### config.mk
export PLATFORM = sky130hd
export DESIGN_NAME = calendar_second_counter_with_alarms_core_flat
export DESIGN_NICKNAME = d
export VERILOG_FILES = /design/src/rtl/rcal_pkg.sv /design/src/rtl/rcal_if.sv /design/src/rtl/rcal_alarm_match.sv /design/src/rtl/rcal_advance.sv /design/src/rtl/calendar_second_counter_with_alarms_core.sv /design/src/flat_wrapper.sv
export SDC_FILE = /design/constraint.sdc
export NUM_CORES = 1
export LEC_CHECK = 0
export BUFFER_PORTS_ARGS = -buffer_cell sky130_fd_sc_hd__buf_2
export CAP_MARGIN = 10
export CORE_AREA = 2 2 156 158
export DETAILED_ROUTE_END_ITERATION = 6
export DIE_AREA = 0 0 158 160
export PLACE_DENSITY = 0.88
export SLEW_MARGIN = 20
export SYNTH_ARGS = -nofsm -noshare
export SYNTH_HDL_FRONTEND = slang
export SYNTH_SLANG_ARGS = --single-unit
export TNS_END_PERCENT = 1
### constraint.sdc
create_clock -name clk -period 7.95 [get_ports clk]
set_input_delay 0.795 -clock clk [delete_from_list [all_inputs] [get_ports clk]]
set_output_delay 0.795 -clock clk [all_outputs]
set_load 0.005 [all_outputs]
### src/rtl/rcal_pkg.sv
package rcal_pkg;

    // Field widths
    localparam int YEAR_W        = 12;
    localparam int MONTH_W       = 4;
    localparam int DOM_W         = 5;
    localparam int DOW_W         = 3;
    localparam int HOUR_W        = 5;
    localparam int MINUTE_W      = 6;
    localparam int SECOND_W      = 6;
    localparam int ALARM_FIRED_W = 4;
    localparam int ALARM_W       = 49;

    // Configuration port
    localparam int CFG_COUNT   = 4;
    localparam int CFG_INDEX_W = 2;
    localparam int CFG_DATA_W  = ALARM_W;

    // Default number of active alarms
    localparam int NUM_ALARMS_DEF = 4;

    // Rollover limits
    localparam logic [SECOND_W-1:0] SECOND_LAST = 6'd59;
    localparam logic [MINUTE_W-1:0] MINUTE_LAST = 6'd59;
    localparam logic [HOUR_W-1:0]   HOUR_LAST   = 5'd23;
    localparam logic [DOW_W-1:0]    DOW_LAST    = 3'd7;
    localparam logic [DOW_W-1:0]    DOW_FIRST   = 3'd1;
    localparam logic [DOM_W-1:0]    DOM_FIRST   = 5'd1;
    localparam logic [MONTH_W-1:0]  MONTH_FIRST = 4'd1;
    localparam logic [MONTH_W:0]    MONTH_LAST  = 5'd12;

    // Month codes with special lengths
    localparam logic [MONTH_W-1:0] MONTH_FEB = 4'd2;
    localparam logic [MONTH_W-1:0] MONTH_APR = 4'd4;
    localparam logic [MONTH_W-1:0] MONTH_JUN = 4'd6;
    localparam logic [MONTH_W-1:0] MONTH_SEP = 4'd9;
    localparam logic [MONTH_W-1:0] MONTH_NOV = 4'd11;

    // Reset time: Thursday, 1 January 1970, 00:00:00
    localparam logic [YEAR_W-1:0]   RST_YEAR   = 12'd1970;
    localparam logic [MONTH_W-1:0]  RST_MONTH  = 4'd1;
    localparam logic [DOM_W-1:0]    RST_DOM    = 5'd1;
    localparam logic [DOW_W-1:0]    RST_DOW    = 3'd5;
    localparam logic [HOUR_W-1:0]   RST_HOUR   = 5'd0;
    localparam logic [MINUTE_W-1:0] RST_MINUTE = 6'd0;
    localparam logic [SECOND_W-1:0] RST_SECOND = 6'd0;

    // Divisibility by 25 on a 12-bit year: multiply by the inverse of 25
    // modulo 4096; multiples of 25 land at or below 4095/25.
    localparam logic [YEAR_W-1:0] INV25     = 12'd3113;
    localparam logic [YEAR_W-1:0] DIV25_MAX = 12'd163;

    typedef enum logic {
        FUNC_TICK = 1'b0,
        FUNC_SET  = 1'b1
    } func_t;

    typedef struct packed {
        logic [YEAR_W-1:0]   year;
        logic [MONTH_W-1:0]  month;
        logic [DOM_W-1:0]    day_of_month;
        logic [DOW_W-1:0]    day_of_week;
        logic [HOUR_W-1:0]   hour;
        logic [MINUTE_W-1:0] minute;
        logic [SECOND_W-1:0] second;
    } cal_time_t;

    typedef struct packed {
        func_t               func;
        logic [YEAR_W-1:0]   set_year;
        logic [MONTH_W-1:0]  set_month;
        logic [DOM_W-1:0]    set_day_of_month;
        logic [DOW_W-1:0]    set_day_of_week;
        logic [HOUR_W-1:0]   set_hour;
        logic [MINUTE_W-1:0] set_minute;
        logic [SECOND_W-1:0] set_second;
    } in_item_t;

    typedef struct packed {
        logic [YEAR_W-1:0]        year;
        logic [MONTH_W-1:0]       month;
        logic [DOM_W-1:0]         day_of_month;
        logic [DOW_W-1:0]         day_of_week;
        logic [HOUR_W-1:0]        hour;
        logic [MINUTE_W-1:0]      minute;
        logic [SECOND_W-1:0]      second;
        logic [ALARM_FIRED_W-1:0] alarm_fired;
    } out_item_t;

    // Packed alarm word, bit 48 down to bit 0
    typedef struct packed {
        logic [YEAR_W-1:0]   year;
        logic [MONTH_W-1:0]  month;
        logic [DOM_W-1:0]    day_of_month;
        logic [DOW_W-1:0]    day_of_week;
        logic [HOUR_W-1:0]   hour;
        logic [MINUTE_W-1:0] minute;
        logic [SECOND_W-1:0] second;
        logic                wild_year;
        logic                wild_month;
        logic                wild_day_of_month;
        logic                wild_day_of_week;
        logic                wild_hour;
        logic                wild_minute;
        logic                wild_second;
        logic                enable;
    } alarm_word_t;

    // Gregorian leap rule
    function automatic logic is_leap(logic [YEAR_W-1:0] year);
        logic [YEAR_W-1:0] prod;
        logic              div25;
        prod  = YEAR_W'(year * INV25);
        div25 = (prod <= DIV25_MAX);
        return (year[1:0] == 2'd0) && (!div25 || (year[3:0] == 4'd0));
    endfunction

    // Month length; codes outside 1..12 count as 31 days
    function automatic logic [DOM_W-1:0] days_in(logic [MONTH_W-1:0] month, logic leap);
        logic [DOM_W-1:0] len;
        case (month)
            MONTH_FEB: len = leap ? 5'd29 : 5'd28;
            MONTH_APR: len = 5'd30;
            MONTH_JUN: len = 5'd30;
            MONTH_SEP: len = 5'd30;
            MONTH_NOV: len = 5'd30;
            default:   len = 5'd31;
        endcase
        return len;
    endfunction

endpackage

### src/rtl/rcal_if.sv
// Input channel: one tick or set item per transfer
interface rcal_in_if;
    logic               valid;
    logic               ready;
    rcal_pkg::in_item_t data;

    modport source (output valid, output data, input ready);
    modport sink   (input valid, input data, output ready);
endinterface

// Output channel: one time and alarm result per transfer
interface rcal_out_if;
    logic                valid;
    logic                ready;
    rcal_pkg::out_item_t data;

    modport source (output valid, output data, input ready);
    modport sink   (input valid, input data, output ready);
endinterface

### src/rtl/rcal_alarm_match.sv
module rcal_alarm_match (
    input  rcal_pkg::alarm_word_t word,
    input  rcal_pkg::cal_time_t   now,
    output logic                  hit
);

    logic sec_ok;
    logic min_ok;
    logic hour_ok;
    logic dow_ok;
    logic dom_ok;
    logic month_ok;
    logic year_ok;

    // Each field matches when wildcarded or equal
    assign sec_ok   = word.wild_second       || (word.second == now.second);
    assign min_ok   = word.wild_minute       || (word.minute == now.minute);
    assign hour_ok  = word.wild_hour         || (word.hour == now.hour);
    assign dow_ok   = word.wild_day_of_week  || (word.day_of_week == now.day_of_week);
    assign dom_ok   = word.wild_day_of_month || (word.day_of_month == now.day_of_month);
    assign month_ok = word.wild_month        || (word.month == now.month);
    assign year_ok  = word.wild_year         || (word.year == now.year);

    assign hit = word.enable && sec_ok && min_ok && hour_ok && dow_ok
                 && dom_ok && month_ok && year_ok;

endmodule

### src/rtl/rcal_advance.sv
module rcal_advance (
    input  rcal_pkg::cal_time_t cur,
    output rcal_pkg::cal_time_t nxt
);

    logic                             leap;
    logic [rcal_pkg::DOM_W-1:0]       day_len;
    logic [rcal_pkg::DOM_W:0]         dom_inc;
    logic [rcal_pkg::MONTH_W:0]       month_inc;

    assign leap      = rcal_pkg::is_leap(cur.year);
    assign day_len   = rcal_pkg::days_in(cur.month, leap);
    assign dom_inc   = {1'b0, cur.day_of_month} + 6'd1;
    assign month_inc = {1'b0, cur.month} + 5'd1;

    // Ripple the one-second step through the calendar
    always_comb
    begin
        nxt = cur;
        if (cur.second < rcal_pkg::SECOND_LAST)
        begin
            nxt.second = cur.second + 6'd1;
        end
        else
        begin
            nxt.second = '0;
            if (cur.minute < rcal_pkg::MINUTE_LAST)
            begin
                nxt.minute = cur.minute + 6'd1;
            end
            else
            begin
                nxt.minute = '0;
                if (cur.hour < rcal_pkg::HOUR_LAST)
                begin
                    nxt.hour = cur.hour + 5'd1;
                end
                else
                begin
                    nxt.hour = '0;
                    // Weekday wraps from Saturday back to Sunday
                    if (cur.day_of_week == rcal_pkg::DOW_LAST)
                    begin
                        nxt.day_of_week = rcal_pkg::DOW_FIRST;
                    end
                    else
                    begin
                        nxt.day_of_week = cur.day_of_week + 3'd1;
                    end
                    // Day, month and year carries
                    if (dom_inc > {1'b0, day_len})
                    begin
                        nxt.day_of_month = rcal_pkg::DOM_FIRST;
                        if (month_inc > rcal_pkg::MONTH_LAST)
                        begin
                            nxt.month = rcal_pkg::MONTH_FIRST;
                            nxt.year  = cur.year + 12'd1;
                        end
                        else
                        begin
                            nxt.month = month_inc[rcal_pkg::MONTH_W-1:0];
                        end
                    end
                    else
                    begin
                        nxt.day_of_month = dom_inc[rcal_pkg::DOM_W-1:0];
                    end
                end
            end
        end
    end

endmodule

### src/rtl/calendar_second_counter_with_alarms_core.sv
// Real-time-clock calendar with up to four wildcard alarms. Every item on
// in_ch yields exactly one result on out_ch, in the cycle after its transfer.
// A tick item (func = FUNC_TICK) reports in alarm_fired which enabled alarms
// matched the time before the tick, then advances the time by one second;
// a set item loads all calendar fields, weekday included, unchecked, and
// reports no alarm. The block takes one item per cycle: the calendar step
// and the alarm compares finish in the cycle of the transfer, and a single
// output register holds the result; in_ch.ready drops only while that
// register is full and out_ch.ready is low. Alarm words are written through
// cfg_we/cfg_index/cfg_data while no item is in flight; writes to alarms at
// or beyond NUM_ALARMS are dropped and those alarms never fire. Reset time
// is Thursday 1970-01-01 00:00:00 with all alarms disabled.
module calendar_second_counter_with_alarms_core #(
    parameter int NUM_ALARMS = rcal_pkg::NUM_ALARMS_DEF
) (
    input  logic                             clk,
    input  logic                             rst_n,
    input  logic                             cfg_we,
    input  logic [rcal_pkg::CFG_INDEX_W-1:0] cfg_index,
    input  logic [rcal_pkg::CFG_DATA_W-1:0]  cfg_data,
    rcal_in_if.sink                          in_ch,
    rcal_out_if.source                       out_ch
);

    localparam rcal_pkg::cal_time_t RST_TIME = '{
        year:         rcal_pkg::RST_YEAR,
        month:        rcal_pkg::RST_MONTH,
        day_of_month: rcal_pkg::RST_DOM,
        day_of_week:  rcal_pkg::RST_DOW,
        hour:         rcal_pkg::RST_HOUR,
        minute:       rcal_pkg::RST_MINUTE,
        second:       rcal_pkg::RST_SECOND
    };

    rcal_pkg::alarm_word_t alarm_reg [NUM_ALARMS];
    logic [NUM_ALARMS-1:0] hit;

    rcal_pkg::cal_time_t   time_reg;
    rcal_pkg::cal_time_t   time_next;
    rcal_pkg::cal_time_t   time_adv;
    rcal_pkg::out_item_t   out_data_reg;
    rcal_pkg::out_item_t   out_data_next;
    logic                  out_valid_reg;
    logic                  out_valid_next;
    logic                  in_ready;
    logic                  in_xfer;
    logic [rcal_pkg::ALARM_FIRED_W-1:0] fired;

    // Alarm registers and their match units
    for (genvar i = 0; i < NUM_ALARMS; i++)
    begin : g_alarm
        always_ff @(posedge clk or negedge rst_n)
        begin
            if (!rst_n)
            begin
                alarm_reg[i] <= '0;
            end
            else if (cfg_we && (cfg_index == rcal_pkg::CFG_INDEX_W'(i)))
            begin
                alarm_reg[i] <= rcal_pkg::alarm_word_t'(cfg_data);
            end
        end

        rcal_alarm_match u_match (
            .word (alarm_reg[i]),
            .now  (time_reg),
            .hit  (hit[i])
        );
    end

    rcal_advance u_advance (
        .cur (time_reg),
        .nxt (time_adv)
    );

    // Accept while the output register is empty or being drained
    assign in_ready    = !out_valid_reg || out_ch.ready;
    assign in_xfer     = in_ch.valid && in_ready;
    assign in_ch.ready = in_ready;

    // Pick the new time and alarm vector for this item
    always_comb
    begin
        if (in_ch.data.func == rcal_pkg::FUNC_SET)
        begin
            time_next.year         = in_ch.data.set_year;
            time_next.month        = in_ch.data.set_month;
            time_next.day_of_month = in_ch.data.set_day_of_month;
            time_next.day_of_week  = in_ch.data.set_day_of_week;
            time_next.hour         = in_ch.data.set_hour;
            time_next.minute       = in_ch.data.set_minute;
            time_next.second       = in_ch.data.set_second;
            fired                  = '0;
        end
        else
        begin
            time_next = time_adv;
            fired     = rcal_pkg::ALARM_FIRED_W'(hit);
        end
    end

    // Build the result and output handshake state
    always_comb
    begin
        out_data_next  = out_data_reg;
        out_valid_next = out_valid_reg;
        if (in_xfer)
        begin
            out_data_next.year         = time_next.year;
            out_data_next.month        = time_next.month;
            out_data_next.day_of_month = time_next.day_of_month;
            out_data_next.day_of_week  = time_next.day_of_week;
            out_data_next.hour         = time_next.hour;
            out_data_next.minute       = time_next.minute;
            out_data_next.second       = time_next.second;
            out_data_next.alarm_fired  = fired;
            out_valid_next             = 1'b1;
        end
        else if (out_ch.ready)
        begin
            out_valid_next = 1'b0;
        end
    end

    // Calendar state
    always_ff @(posedge clk or negedge rst_n)
    begin
        if (!rst_n)
        begin
            time_reg <= RST_TIME;
        end
        else if (in_xfer)
        begin
            time_reg <= time_next;
        end
    end

    // Output valid
    always_ff @(posedge clk or negedge rst_n)
    begin
        if (!rst_n)
        begin
            out_valid_reg <= 1'b0;
        end
        else
        begin
            out_valid_reg <= out_valid_next;
        end
    end

    // Output payload
    always_ff @(posedge clk)
    begin
        out_data_reg <= out_data_next;
    end

    assign out_ch.valid = out_valid_reg;
    assign out_ch.data  = out_data_reg;

endmodule

### src/flat_wrapper.sv
// flat-port wrapper written by rule: the top's interface ports become plain ports
module calendar_second_counter_with_alarms_core_flat 
#(
    parameter int NUM_ALARMS = rcal_pkg::NUM_ALARMS_DEF
)
  (clk, rst_n, cfg_we, cfg_index, cfg_data, in_ch_valid, in_ch_data, in_ch_ready, out_ch_valid, out_ch_data, out_ch_ready);
  rcal_in_if in_ch_i ();
  rcal_out_if out_ch_i ();
  input  logic clk;
  input  logic rst_n;
  input  logic cfg_we;
  input  logic [rcal_pkg::CFG_INDEX_W-1:0] cfg_index;
  input  logic [rcal_pkg::CFG_DATA_W-1:0] cfg_data;
  input wire logic [$bits(in_ch_i.valid)-1:0] in_ch_valid;
  input wire logic [$bits(in_ch_i.data)-1:0] in_ch_data;
  output wire logic [$bits(in_ch_i.ready)-1:0] in_ch_ready;
  output wire logic [$bits(out_ch_i.valid)-1:0] out_ch_valid;
  output wire logic [$bits(out_ch_i.data)-1:0] out_ch_data;
  input wire logic [$bits(out_ch_i.ready)-1:0] out_ch_ready;
  assign in_ch_i.valid = in_ch_valid;
  assign in_ch_i.data = in_ch_data;
  assign in_ch_ready = in_ch_i.ready;
  assign out_ch_valid = out_ch_i.valid;
  assign out_ch_data = out_ch_i.data;
  assign out_ch_i.ready = out_ch_ready;
  calendar_second_counter_with_alarms_core #(.NUM_ALARMS(NUM_ALARMS)) u_core (.clk(clk), .rst_n(rst_n), .cfg_we(cfg_we), .cfg_index(cfg_index), .cfg_data(cfg_data), .in_ch(in_ch_i), .out_ch(out_ch_i));
endmodule
==> flow_summary_export.csv, run 1 <==
group,metric,value,unit
logic_synthesis,yosys-top-cells-area,"dfrtp_1 38%, mux2_2 16%, edfxtp_1 9.1%",
clocking,root_buffer,"clkbuf_16",
routing,drtAntennaViolNets,0,
worst_setup_path,endpoint_kind,"flip-flop",
clocking,cts_tree,"built",
floorplanning,die_x,158,um
grt,grt_antenna_before_repair,8,
logic_synthesis,synth_top_cell_area_share,38.2,%
floorplanning,boundaryPins,145,
clocking,ctsResizeCount,0,
routing,wire_per_inst,22.0,um
sta,max_freq,0.182,GHz
routing,vias_per_cell,6.25,
power,p_sw,0.00150,W
placed_design,dp_hpwl,23700,um
clocking,clk_pin_slew_worst_paths,0.07,ns
grt,grt-ovfl-total,0,
sta,worstMarginPinSlew,0.986,ns
floorplanning,row_count,57,
logic_synthesis,synthCells,1252,
flow_run,drv_cap,0,
power,p_comb_share,24.9,%
worst_setup_path,worst-setup-path-type,"flip-flop to flip-flop",
floorplanning,start_util,62.4,%
clocking,htree_levels,1,
finish,finalInstanceArea,16800,sq um
logic_synthesis,syn_avg_cell_area,11.9,sq um
logic_synthesis,ys_seq_area_share,49.2,%
worst_setup_path,start_kind,"flip-flop",
sta,hold_violations,0,
sta,timing.final.crit_share,69.1,%
placed_design,place_area,15700,sq um
sta,setup_tns,0,ns
placed_design,post-place-ws,2.58,ns
routing,dr_total_vias,10662,
finish,fin_nets,1493,
floorplanning,die_h,160,um
clocking,cts_setup_buffers,0,
min_path,hold_class,"primary input to asynchronous set/reset pin",
sta,layout_min_cycle_time,5.49,ns
logic_synthesis,yosysMostFrequentCell,"dfrtp_1",
grt,grt_max_degree,84,
grt,grt_pass1_wl,58200,um
worst_setup_path,cp.arrival,5.91,ns
sta,rsz0062_at_grt,"false",
power,powerDensity,282,nW/um^2
sta,maxSlewHeadroom,34.3,%
grt,grt_pass1_vias,10765,
power,switching_share,31.7,%
sta,hold_ws,0.234,ns
logic_synthesis,synthTopCellsByCount,"227 x dfrtp_1, 215 x mux2_2, 140 x xnor2_1",
clocking,cts_buffer_depth,3,
power,intPower,0.00323,W
power,pwr-share-seq,43.8,%
grt,globalRouteTotalUtil,29.3,%
finish,largest_reg_flops,196,
routing,wirelength,37600,um
floorplanning,core_area,23800,sq um
worst_setup_path,worstPathMaxFanout,15,
power,ir_worst_vdd,0.000158,V
placed_design,numPortBuffers,144,
logic_synthesis,yosysWarnings,0,
clocking,clk_latency,0.56,ns
logic_synthesis,synthFlopType,"dfrtp_1",
routing,first_pass_iters,7,
sta,setup_violations,0,
sta,final_max_slew_viol_count,0,
logic_synthesis,synth_cell_types,67,
logic_synthesis,async_flop_share,84.1,%
power,power_leakage,7.00,nW
status,status,"completed",
sta,finClkSkew,0.00976,ns
routing,drt-initial-drc-count,902,
power,clkPwrFrac,31.3,%
placed_design,gp_congestion,0.874,
logic_synthesis,synth_edf_count,45,
floorplanning,dieArea,25300,sq um
sta,postLayoutSetupSlackWorst,2.46,ns
clocking,cts_made_buffers,29,
worst_setup_path,crit_required,8.37,ns
routing,drc_errors,0,
logic_synthesis,synth_area,14900,sq um
logic_synthesis,synth_top_cell_by_area,"dfrtp_1",
clocking,cts_hold_buf,0,
clocking,cts_num_sinks,283,
finish,fillers,1597,
finish,drive_gt1_share,32.2,%
logic_synthesis,syn_nets,1394,
finish,syn2layout_area_growth,13.0,%
logic_synthesis,synth_seq_cells,283,
placed cells by master, fill, tap and decap left out, types with 5 or more instances in the layout:
cell	instances
nand4_1	24
clkbuf_16	31
a41oi_1	5
a211oi_1	7
buf_2	143
buf_4	9
nor4_1	6
edfxtp_1	45
xnor2_1	140
fa_1	6
mux2i_1	6
clkinv_2	5
nor3_1	38
diode_2	8
o31ai_1	7
nand3_1	23
a31oi_1	19
mux2_2	215
nor2b_1	6
inv_1	23
dfrtp_1	227
clkbuf_8	5
clkbuf_1	6
dfstp_2	11
ha_1	38
nand2_1	77
o2111ai_1	6
a21o_1	6
o21ai_0	40
a21oi_1	22
nor2_1	32
and3_1	10
or3_1	8
xor2_1	48
layout make-up:
class                      count  area [sq um]  area share, %
sequential                   283          7320           43.6
inverter                      24          91.3          0.544
multi-input combinational    859          7110           42.3
clock buffer                  42           867           5.16
antenna                        8          20.0          0.119
clock inverter                12           171           1.02
timing repair buffer         154           810           4.82
tap                          324           405           2.41
kinds of logic (layout without fill, tap and decap cells):
family	count (synthesis)	in the layout	synth area share, %
AO/OA/AOI/OAI	158	158	7.41
XOR/XNOR	188	188	11.1
adder cells (fa/ha/maj)	44	44	4.01
buffers and inverters	110	232	3.00
flip-flops	283	283	49.2
multiplexers	221	221	16.7
other	0	8	0
AND/OR/NAND/NOR	248	248	8.58
power by group through the flow:
stage	Combinational [W]	Clock [W]	Sequential (W)
4_1_cts	0.00116	0.00148	0.00205
3_5_place_dp	0.00113	0	0.00207
5_1_grt	0.00130	0.00155	0.00210
3_3_place_gp	0.00108	0	0.00205
2_1_floorplan	0.000989	0	0.00189
6_report	0.00118	0.00148	0.00207
path summary, 6_finish.rpt:
kind	startpoint	to	slack, ns	cells past startpoint
max reg2reg	u_core.time_reg[32]	u_core.out_ch.data[32]	2.46	19
min in group clk	in_ch_valid	u_core.out_ch.valid	0.47	2
min reg2reg	u_core.alarm_reg[104]	u_core.alarm_reg[104]	0.51	1
max	u_core.time_reg[32]	u_core.out_ch.data[32]	2.46	19
max in group asynchronous	rst_n	u_core.alarm_reg[193]	6.27	2
min	rst_n	u_core.time_reg[2]	0.23	1
metal layers:
layer | GRT usage [%] | up-vias | wire, um
li1 | - | 4669 | -
met1 | 41.2 | 5336 | 15100
met2 | 46.2 | 553 | 17800
met3 | 4.99 | 102 | 3460
met4 | 10.5 | 2 | 1260
met5 | 0 | - | 13
per-stage QoR:
stage / utilization [%] / power [W] / std cells
floorplan: - / 0.00287 / 1252
global placement: 66.1 / 0.00313 / 1644
detailed placement: 66.1 / 0.00320 / 1644
CTS: 70.4 / 0.00470 / 1698
global route: 70.5 / 0.00494 / 1702
finish: 70.5 / 0.00473 / 1706
worst max-delay path, cell delays in order, from the launching register on:
cell and delay, ns:
dfrtp_1 0.62, ha_1 0.41, inv_1 0.05, fa_1 0.50, inv_1 0.04, ha_1 0.33
ha_1 0.30, a21o_1 0.18, a21oi_1 0.25, nor2b_1 0.07, o21ai_0 0.20, mux2i_1 0.11
o31a_1 0.31, ha_1 0.27, nand2_1 0.11, o21ai_0 0.19, a2111oi_2 0.71, nand2_1 0.18
or4_1 0.43, nand3_1 0.10
No activity file was read; power rests on OpenSTA's default activity.
==> run 2: changes to the inputs <==
--- a/config.mk
+++ b/config.mk
@@ -7,10 +7,10 @@
 export LEC_CHECK = 0
 export BUFFER_PORTS_ARGS = -buffer_cell sky130_fd_sc_hd__buf_2
 export CAP_MARGIN = 10
-export CORE_AREA = 2 2 156 158
+export CORE_AREA = 2 2 161 163
 export DETAILED_ROUTE_END_ITERATION = 6
-export DIE_AREA = 0 0 158 160
-export PLACE_DENSITY = 0.88
+export DIE_AREA = 0 0 163 165
+export PLACE_DENSITY = 0.84
 export SLEW_MARGIN = 20
 export SYNTH_ARGS = -nofsm -noshare
 export SYNTH_HDL_FRONTEND = slang
==> constraint.sdc (replaced) <==
create_clock -name clk -period 5.2 [get_ports clk]
set_input_delay 0.52 -clock clk [delete_from_list [all_inputs] [get_ports clk]]
set_output_delay 0.52 -clock clk [all_outputs]
set_load 0.005 [all_outputs]
==> run 2 against run 1 <==
The run now ends with negative hold slack left. Count of clock-buffer cells in the layout fell by 7. Total power grew 49%. Register-to-register slack got worse by 2.3 ns. Combinational power up 56%. Sequential share of layout area shrank 0.055 points. Core utilization is 3.3 points lower. Critical path depth is 3 lower. Via count is 3.8% lower. Hold slack worse by 0.24 ns. Sequential cell count is the same. Die area increased by 6.4%. Routed wire length is 5.9% lower. Critical path type unchanged.
==> flow_summary_export.csv, run 2 (synthesis results as in run 1) <==
group,metric,value,unit
status,status,"finished with violations",
status,violations,"negative hold slack",
finish,syn2layout_area_growth,13.1,%
worst_setup_path,cpMostUsedCell,"ha_1",
clocking,cts_tree,"built",
routing,first_pass_iters,5,
power,power_leakage,7.01,nW
worst_setup_path,start_kind,"flip-flop",
clocking,clk_pin_slew_worst_paths,0.06,ns
floorplanning,row_count,58,
worst_setup_path,endpoint_kind,"flip-flop",
sta,hold_violations,2,
worst_setup_path,slowest_stage,"dfstp_2",
grt,grt_max_degree,113,
clocking,cts_setup_buffers,0,
worst_setup_path,crit_required,5.50,ns
power,powerDensity,420,nW/um^2
routing,dr_total_vias,10258,
sta,max_freq,0.198,GHz
floorplanning,die_h,165,um
grt,grt-ovfl-total,0,
clocking,clk_latency,0.55,ns
worst_setup_path,reg2reg_to,"u_core.out_ch.data[38]",
sta,setup_tns,0,ns
sta,finClkSkew,0.00923,ns
finish,utilization,67.2,%
routing,drtAntennaViolNets,0,
sta,setup_violations,0,
floorplanning,dieArea,26900,sq um
worst_setup_path,cp_top_family,"adder cells",
worst_setup_path,rr_startpoint,"u_core.time_reg[36]",
sta,maxSlewHeadroom,43.4,%
floorplanning,core_area,25000,sq um
worst_setup_path,worst-setup-path-type,"flip-flop to flip-flop",
sta,postLayoutSetupSlackWorst,0.153,ns
finish,largest_reg_flops,196,
sta,final_max_slew_viol_count,0,
finish,layout_common_cells,"227 x dfrtp_1, 215 x mux2_2, 143 x buf_2",
sta,hold_ws,-0.00887,ns
worst_setup_path,slowest_delay,0.65,ns
routing,wirelength,35300,um
clocking,cts_num_sinks,283,
flow_run,drv_cap,0,
clocking,root_buffer,"clkbuf_16",
placed_design,gp_congestion,0.886,
placed_design,dp_hpwl,24300,um
sta,layout_min_cycle_time,5.05,ns
worst_setup_path,reg2reg_depth,16,
floorplanning,boundaryPins,145,
grt,grt_pass1_vias,10348,
placed_design,post-place-ws,0.190,ns
worst_setup_path,critical_path.cell_chain,"ha_1 -> ha_1 -> fa_1 -> ha_1 -> ha_1 -> nor2_1 -> xnor2_1 -> xnor2_1 -> o31a_1 -> ha_1 -> nand2_1 -> o21a_1 -> o2111ai_4 -> nor3_1 -> xor2_1 -> mux2_2",
routing,drt-initial-drc-count,739,
finish,fin_nets,1504,
routing,wire_per_inst,20.6,um
power,ir_worst_vdd,0.000214,V
placed_design,numPortBuffers,144,
min_path,hold_class,"primary input to asynchronous set/reset pin",
finish,drive_gt1_share,33.1,%
clocking,htree_levels,1,
finish,final_common_cell,"dfrtp_1",
floorplanning,start_util,59.4,%
grt,globalRouteTotalUtil,26.7,%
sta,timing.final.crit_share,97.1,%
clocking,cts_made_buffers,29,
worst_setup_path,cp.arrival,5.35,ns
worst_setup_path,cp.depth,16,
clocking,cts_buffer_depth,3,
sta,rsz0062_at_grt,"true",
grt,grt_antenna_before_repair,5,
worst_setup_path,cp_num_buf_inv,0,
routing,drc_errors,0,
worst_setup_path,r2r_setup_slack,0.15,ns
sta,worstMarginPinSlew,0.849,ns
routing,vias_per_cell,5.97,
worst_setup_path,worstPathMaxFanout,10,
grt,grt_pass1_wl,56500,um
floorplanning,die_x,163,um
-- run 2: cell types whose count changed in the layout (fill, tap and decap cells not counted), sizes merged --
cell,previous run,this run
buf,154,165
clkbuf,42,35
clkinv,5,11
diode,8,2
clkinvlp,1,4
bufinv,4,3
inv,26,25
-- run 2: routing by layer --
layer  GRT usage, %  part of all wire (%)  up-vias
met4           7.08                   2.1        6
met2           42.6                    46      370
met3           4.95                   7.4       66
met5              0                  0.12        -
met1           37.9                    44     5121
li1               -                     -     4695
-- run 2: cell type report --
type,count,area [sq um]
repair buffers,165,888
multi-input cells,859,7120
flip-flops and latches,283,7320
clock buffers,35,788
fillers,1777,8220
inverters,24,91.3
clock inverters,19,190
diodes,2,5.00
well taps,330,413
-- run 2: what timing repair did --
item                       4_1_cts  5_1_grt
setup endpoints to repair        0       10
resized for setup                0        2
hold endpoints to repair         0        0
hold buffers                     0        0
-- run 2: worst max path at each step --
| stage | to | slack, ns | start |
|---|---|---|---|
| floorplan | u_core.out_ch.data[35] | 0.43 | u_core.time_reg[36] |
| global placement | u_core.out_ch.data[41] | 0.32 | u_core.time_reg[36] |
| detailed placement | u_core.out_ch.data[41] | 0.19 | u_core.time_reg[36] |
| CTS | u_core.out_ch.data[41] | 0.19 | u_core.time_reg[36] |
| global route | u_core.out_ch.data[41] | -0.16 | u_core.time_reg[36] |
| finish | u_core.out_ch.data[38] | 0.15 | u_core.time_reg[36] |
-- run 2: worst register-to-register path, delay by kind of cell, from the launching register on --
family / cells / cell delay [ns]
flip-flops: 1 / 0.65
adder cells (fa/ha/maj): 6 / 1.95
XOR/XNOR: 3 / 0.38
AND/OR/NAND/NOR: 3 / 0.72
AO/OA/AOI/OAI: 3 / 0.80
multiplexers: 1 / 0.29
-- run 2: report_power, final --
group          switching, W  internal (W)
Clock              0.000889       0.00123
Combinational      0.000899      0.000944
Sequential         0.000440       0.00266
-- run 2: stage by stage --
| step | total power (W) | hold slack (ns) | std cells | area, sq um |
|---|---|---|---|---|
| floorplan | 0.00440 | 0.224 | 1252 | 14900 |
| global route | 0.00743 | 0.0765 | 1716 | 16800 |
| global placement | 0.00481 | 0.487 | 1661 | 15800 |
| detailed placement | 0.00492 | 0.497 | 1661 | 15800 |
| finish | 0.00706 | -0.00887 | 1717 | 16800 |
| CTS | 0.00706 | 0.0545 | 1715 | 16800 |
==> run 3: changes to the inputs <==
--- a/config.mk
+++ b/config.mk
@@ -5,12 +5,14 @@
 export SDC_FILE = /design/constraint.sdc
 export NUM_CORES = 1
 export LEC_CHECK = 0
+export ABC_AREA = 1
 export BUFFER_PORTS_ARGS = -buffer_cell sky130_fd_sc_hd__buf_2
 export CAP_MARGIN = 10
-export CORE_AREA = 2 2 161 163
+export CORE_AREA = 2 2 159 161
 export DETAILED_ROUTE_END_ITERATION = 6
-export DIE_AREA = 0 0 163 165
+export DIE_AREA = 0 0 161 163
 export PLACE_DENSITY = 0.84
+export RECOVER_POWER = 100
 export SLEW_MARGIN = 20
 export SYNTH_ARGS = -nofsm -noshare
 export SYNTH_HDL_FRONTEND = slang
==> run 3 against run 2 <==
The flow finishes with violations (max-capacitance violations, max-slew violations). Routed wire length increased by 2.5%. Die area decreased by 2.4%. Critical endpoint is now u_core.out_ch.data[36]. Count of clock-buffer cells in the layout increased by 10. Worst setup slack improved by 0.22 ns. Synthesized area decreased by 2.3%. Register-to-register slack improved by 0.22 ns. Largest power group unchanged.
==> flow_summary_export.csv, run 3 <==
group,metric,value,unit
status,status,"finished with violations",
status,violations,"max-capacitance violations, max-slew violations",
clocking,ctsResizeCount,0,
clocking,cts_tree,"built",
finish,layout_common_cells,"368 x nand2_1, 256 x o21ai_0, 227 x dfrtp_1",
clocking,root_buffer,"clkbuf_16",
clocking,cts_made_buffers,29,
grt,grt-ovfl-total,0,
worst_setup_path,slowest_stage,"dfstp_2",
min_path,hp-start,"in_ch_data[38]",
sta,max_freq,0.207,GHz
clocking,cts_num_sinks,283,
sta,postLayoutSetupSlackWorst,0.370,ns
placed_design,post-place-ws,0.344,ns
logic_synthesis,synth_top_cell_by_area,"dfrtp_1",
floorplanning,die_x,161,um
worst_setup_path,reg2reg_to,"u_core.out_ch.data[36]",
power,ir_worst_vdd,0.000230,V
floorplanning,start_util,58.8,%
sta,worstMarginPinSlew,4.11,ns
finish,final_common_cell,"nand2_1",
min_path,hold_depth,3,
worst_setup_path,endpoint_kind,"flip-flop",
routing,dr_total_vias,11741,
sta,layout_min_cycle_time,4.83,ns
logic_synthesis,synth_cell_types,60,
routing,first_pass_iters,5,
sta,hold_ws,0.265,ns
clocking,cts_buffer_depth,3,
clocking,clk_pin_slew_worst_paths,0.06,ns
logic_synthesis,synthFlopType,"dfrtp_1",
logic_synthesis,yosysWarnings,0,
logic_synthesis,yosys-top-cells-area,"dfrtp_1 39%, nand2_1 9.5%, edfxtp_1 9.3%",
floorplanning,die_h,163,um
worst_setup_path,worst-setup-path-type,"flip-flop to flip-flop",
grt,globalRouteTotalUtil,27.6,%
placed_design,dp_hpwl,25000,um
logic_synthesis,synth_area,14500,sq um
sta,setup_tns,0,ns
worst_setup_path,start_kind,"flip-flop",
flow_run,drv_cap,8,
logic_synthesis,async_flop_share,84.1,%
power,power_leakage,7.86,nW
finish,drive_gt1_share,14.5,%
min_path,hold_class,"primary input to flip-flop",
floorplanning,boundaryPins,145,
routing,drc_errors,0,
worst_setup_path,crit_required,5.49,ns
grt,grt_antenna_before_repair,0,
worst_setup_path,rr_startpoint,"u_core.time_reg[30]",
logic_synthesis,ys_seq_area_share,50.4,%
clocking,htree_levels,1,
finish,syn2layout_area_growth,12.6,%
worst_setup_path,r2r_setup_slack,0.37,ns
worst_setup_path,worstPathMaxFanout,13,
routing,drtAntennaViolNets,0,
sta,rsz0062_at_grt,"false",
routing,vias_per_cell,5.69,
worst_setup_path,reg2reg_depth,24,
logic_synthesis,synth_seq_cells,283,
grt,grt_max_degree,147,
floorplanning,core_area,24700,sq um
finish,n_antenna_cell,0,
power,powerDensity,415,nW/um^2
grt,grt_pass1_vias,11161,
floorplanning,row_count,58,
logic_synthesis,synth_edf_count,45,
logic_synthesis,synthTopCellsByCount,"366 x nand2_1, 247 x o21ai_0, 227 x dfrtp_1",
power,power,0.00678,W
sta,finClkSkew,0.0276,ns
min_path,min_to,"u_core.time_reg[38]",
routing,drt-initial-drc-count,1189,
sta,maxSlewHeadroom,-174,%
logic_synthesis,yosysMostFrequentCell,"nand2_1",
finish,stdcell_count,2063,
logic_synthesis,synth_top_cell_area_share,39.1,%
finish,fin_nets,1853,
routing,wire_per_inst,17.6,um
sta,final_max_slew_viol_count,596,
sta,hold_violations,0,
placed_design,gp_congestion,0.911,
clocking,clk_latency,0.56,ns
logic_synthesis,synthCells,1605,
worst_setup_path,cp_num_buf_inv,3,
worst_setup_path,critical_path.cell_chain,"ha_1 -> inv_1 -> fa_1 -> inv_1 -> ha_1 -> inv_1 -> fa_1 -> o21ai_0 -> xor2_1 -> nand3_1 -> nor2_1 -> nand3_1 -> o21ai_0 -> a21oi_1 -> ha_1 -> nand2_1 -> nand3_1 -> nor2_2 -> nand3_2 -> nand2_4 -> nand2_1 -> nor2_2 -> xor2_1 -> a21boi_0",
worst_setup_path,cp_top_family,"adder cells",
placed_design,dp_cells,2000,
sta,setup_violations,0,
logic_synthesis,syn_avg_cell_area,9.05,sq um
finish,largest_reg_flops,196,
grt,grt_pass1_wl,57600,um
sta,timing.final.crit_share,92.9,%
worst_setup_path,slowest_delay,0.64,ns
logic_synthesis,syn_nets,1747,
worst_setup_path,cp.arrival,5.12,ns
routing,wirelength,36200,um
floorplanning,dieArea,26200,sq um
placed_design,numPortBuffers,144,
run 3: worst max-delay path by stage:
stage / start / slack, ns / cells after the start / endpoint
floorplan: u_core.time_reg[36] / 0.96 / 26 / u_core.out_ch.data[37]
global placement: u_core.time_reg[30] / 0.49 / 24 / u_core.out_ch.data[36]
detailed placement: u_core.time_reg[34] / 0.34 / 22 / u_core.out_ch.data[36]
CTS: u_core.time_reg[34] / 0.33 / 22 / u_core.out_ch.data[36]
global route: u_core.time_reg[30] / 0.01 / 24 / u_core.out_ch.data[36]
finish: u_core.time_reg[30] / 0.37 / 24 / u_core.out_ch.data[36]
run 3: layout make-up:
type | instances | area (sq um)
Fill cell | 1972 | 8320
Sequential cell | 283 | 7320
Multi-Input combinational cell | 1100 | 6260
Clock buffer | 45 | 908
Timing Repair Buffer | 165 | 861
Inverter | 132 | 500
Tap cell | 330 | 413
Clock inverter | 8 | 93.8
run 3: cells by family after synthesis:
kind of cell / synth area share [%]
AO/OA/AOI/OAI: 13.4
flip-flops: 50.4
adder cells (fa/ha/maj): 4.10
AND/OR/NAND/NOR: 17.1
buffers and inverters: 6.31
XOR/XNOR: 8.75
run 3: timing repair:
action                                  in CTS  in global routing
endpoints found under the hold margin        0                 37
endpoints found under the setup margin       0                  3
hold buffers                                 0                  1
buffers inserted                             0                  8
run 3: through the flow:
stage / area [sq um] / util (%)
3_5_place_dp: 15400 / 62.3
6_report: 16400 / 66.3
3_3_place_gp: 15400 / 62.3
5_1_grt: 16400 / 66.3
4_1_cts: 16400 / 66.3
2_1_floorplan: 14500 / -
run 3: layer usage:
metal	up-vias	wire, um	global-route usage [%]
li1	5501	-	-
met5	-	0	0
met3	91	3270	5.27
met1	5616	15700	39.7
met4	0	1180	9.74
met2	533	16100	42.1
run 3: worst register-to-register path, cell delays in order, from the launching register on:
cell and delay (ns):
dfstp_2 0.64, ha_1 0.17, inv_1 0.05, fa_1 0.50, inv_1 0.04, ha_1 0.29, inv_1 0.06, fa_1 0.45
o21ai_0 0.22, xor2_1 0.17, nand3_1 0.08, nor2_1 0.09, nand3_1 0.07, o21ai_0 0.20, a21oi_1 0.10, ha_1 0.28
nand2_1 0.08, nand3_1 0.09, nor2_2 0.10, nand3_2 0.12, nand2_4 0.17, nand2_1 0.10, nor2_2 0.18, xor2_1 0.22
a21boi_0 0.12
run 3: where the power goes:
part / switching, W / leakage (nW) / internal [W] / total (W)
clock: 0.000868 / 0.499 / 0.00129 / 0.00216
sequential: 0.000372 / 3.38 / 0.00261 / 0.00298
combinational: 0.000931 / 3.98 / 0.000702 / 0.00163
total: 0.00217 / 7.86 / 0.00461 / 0.00678
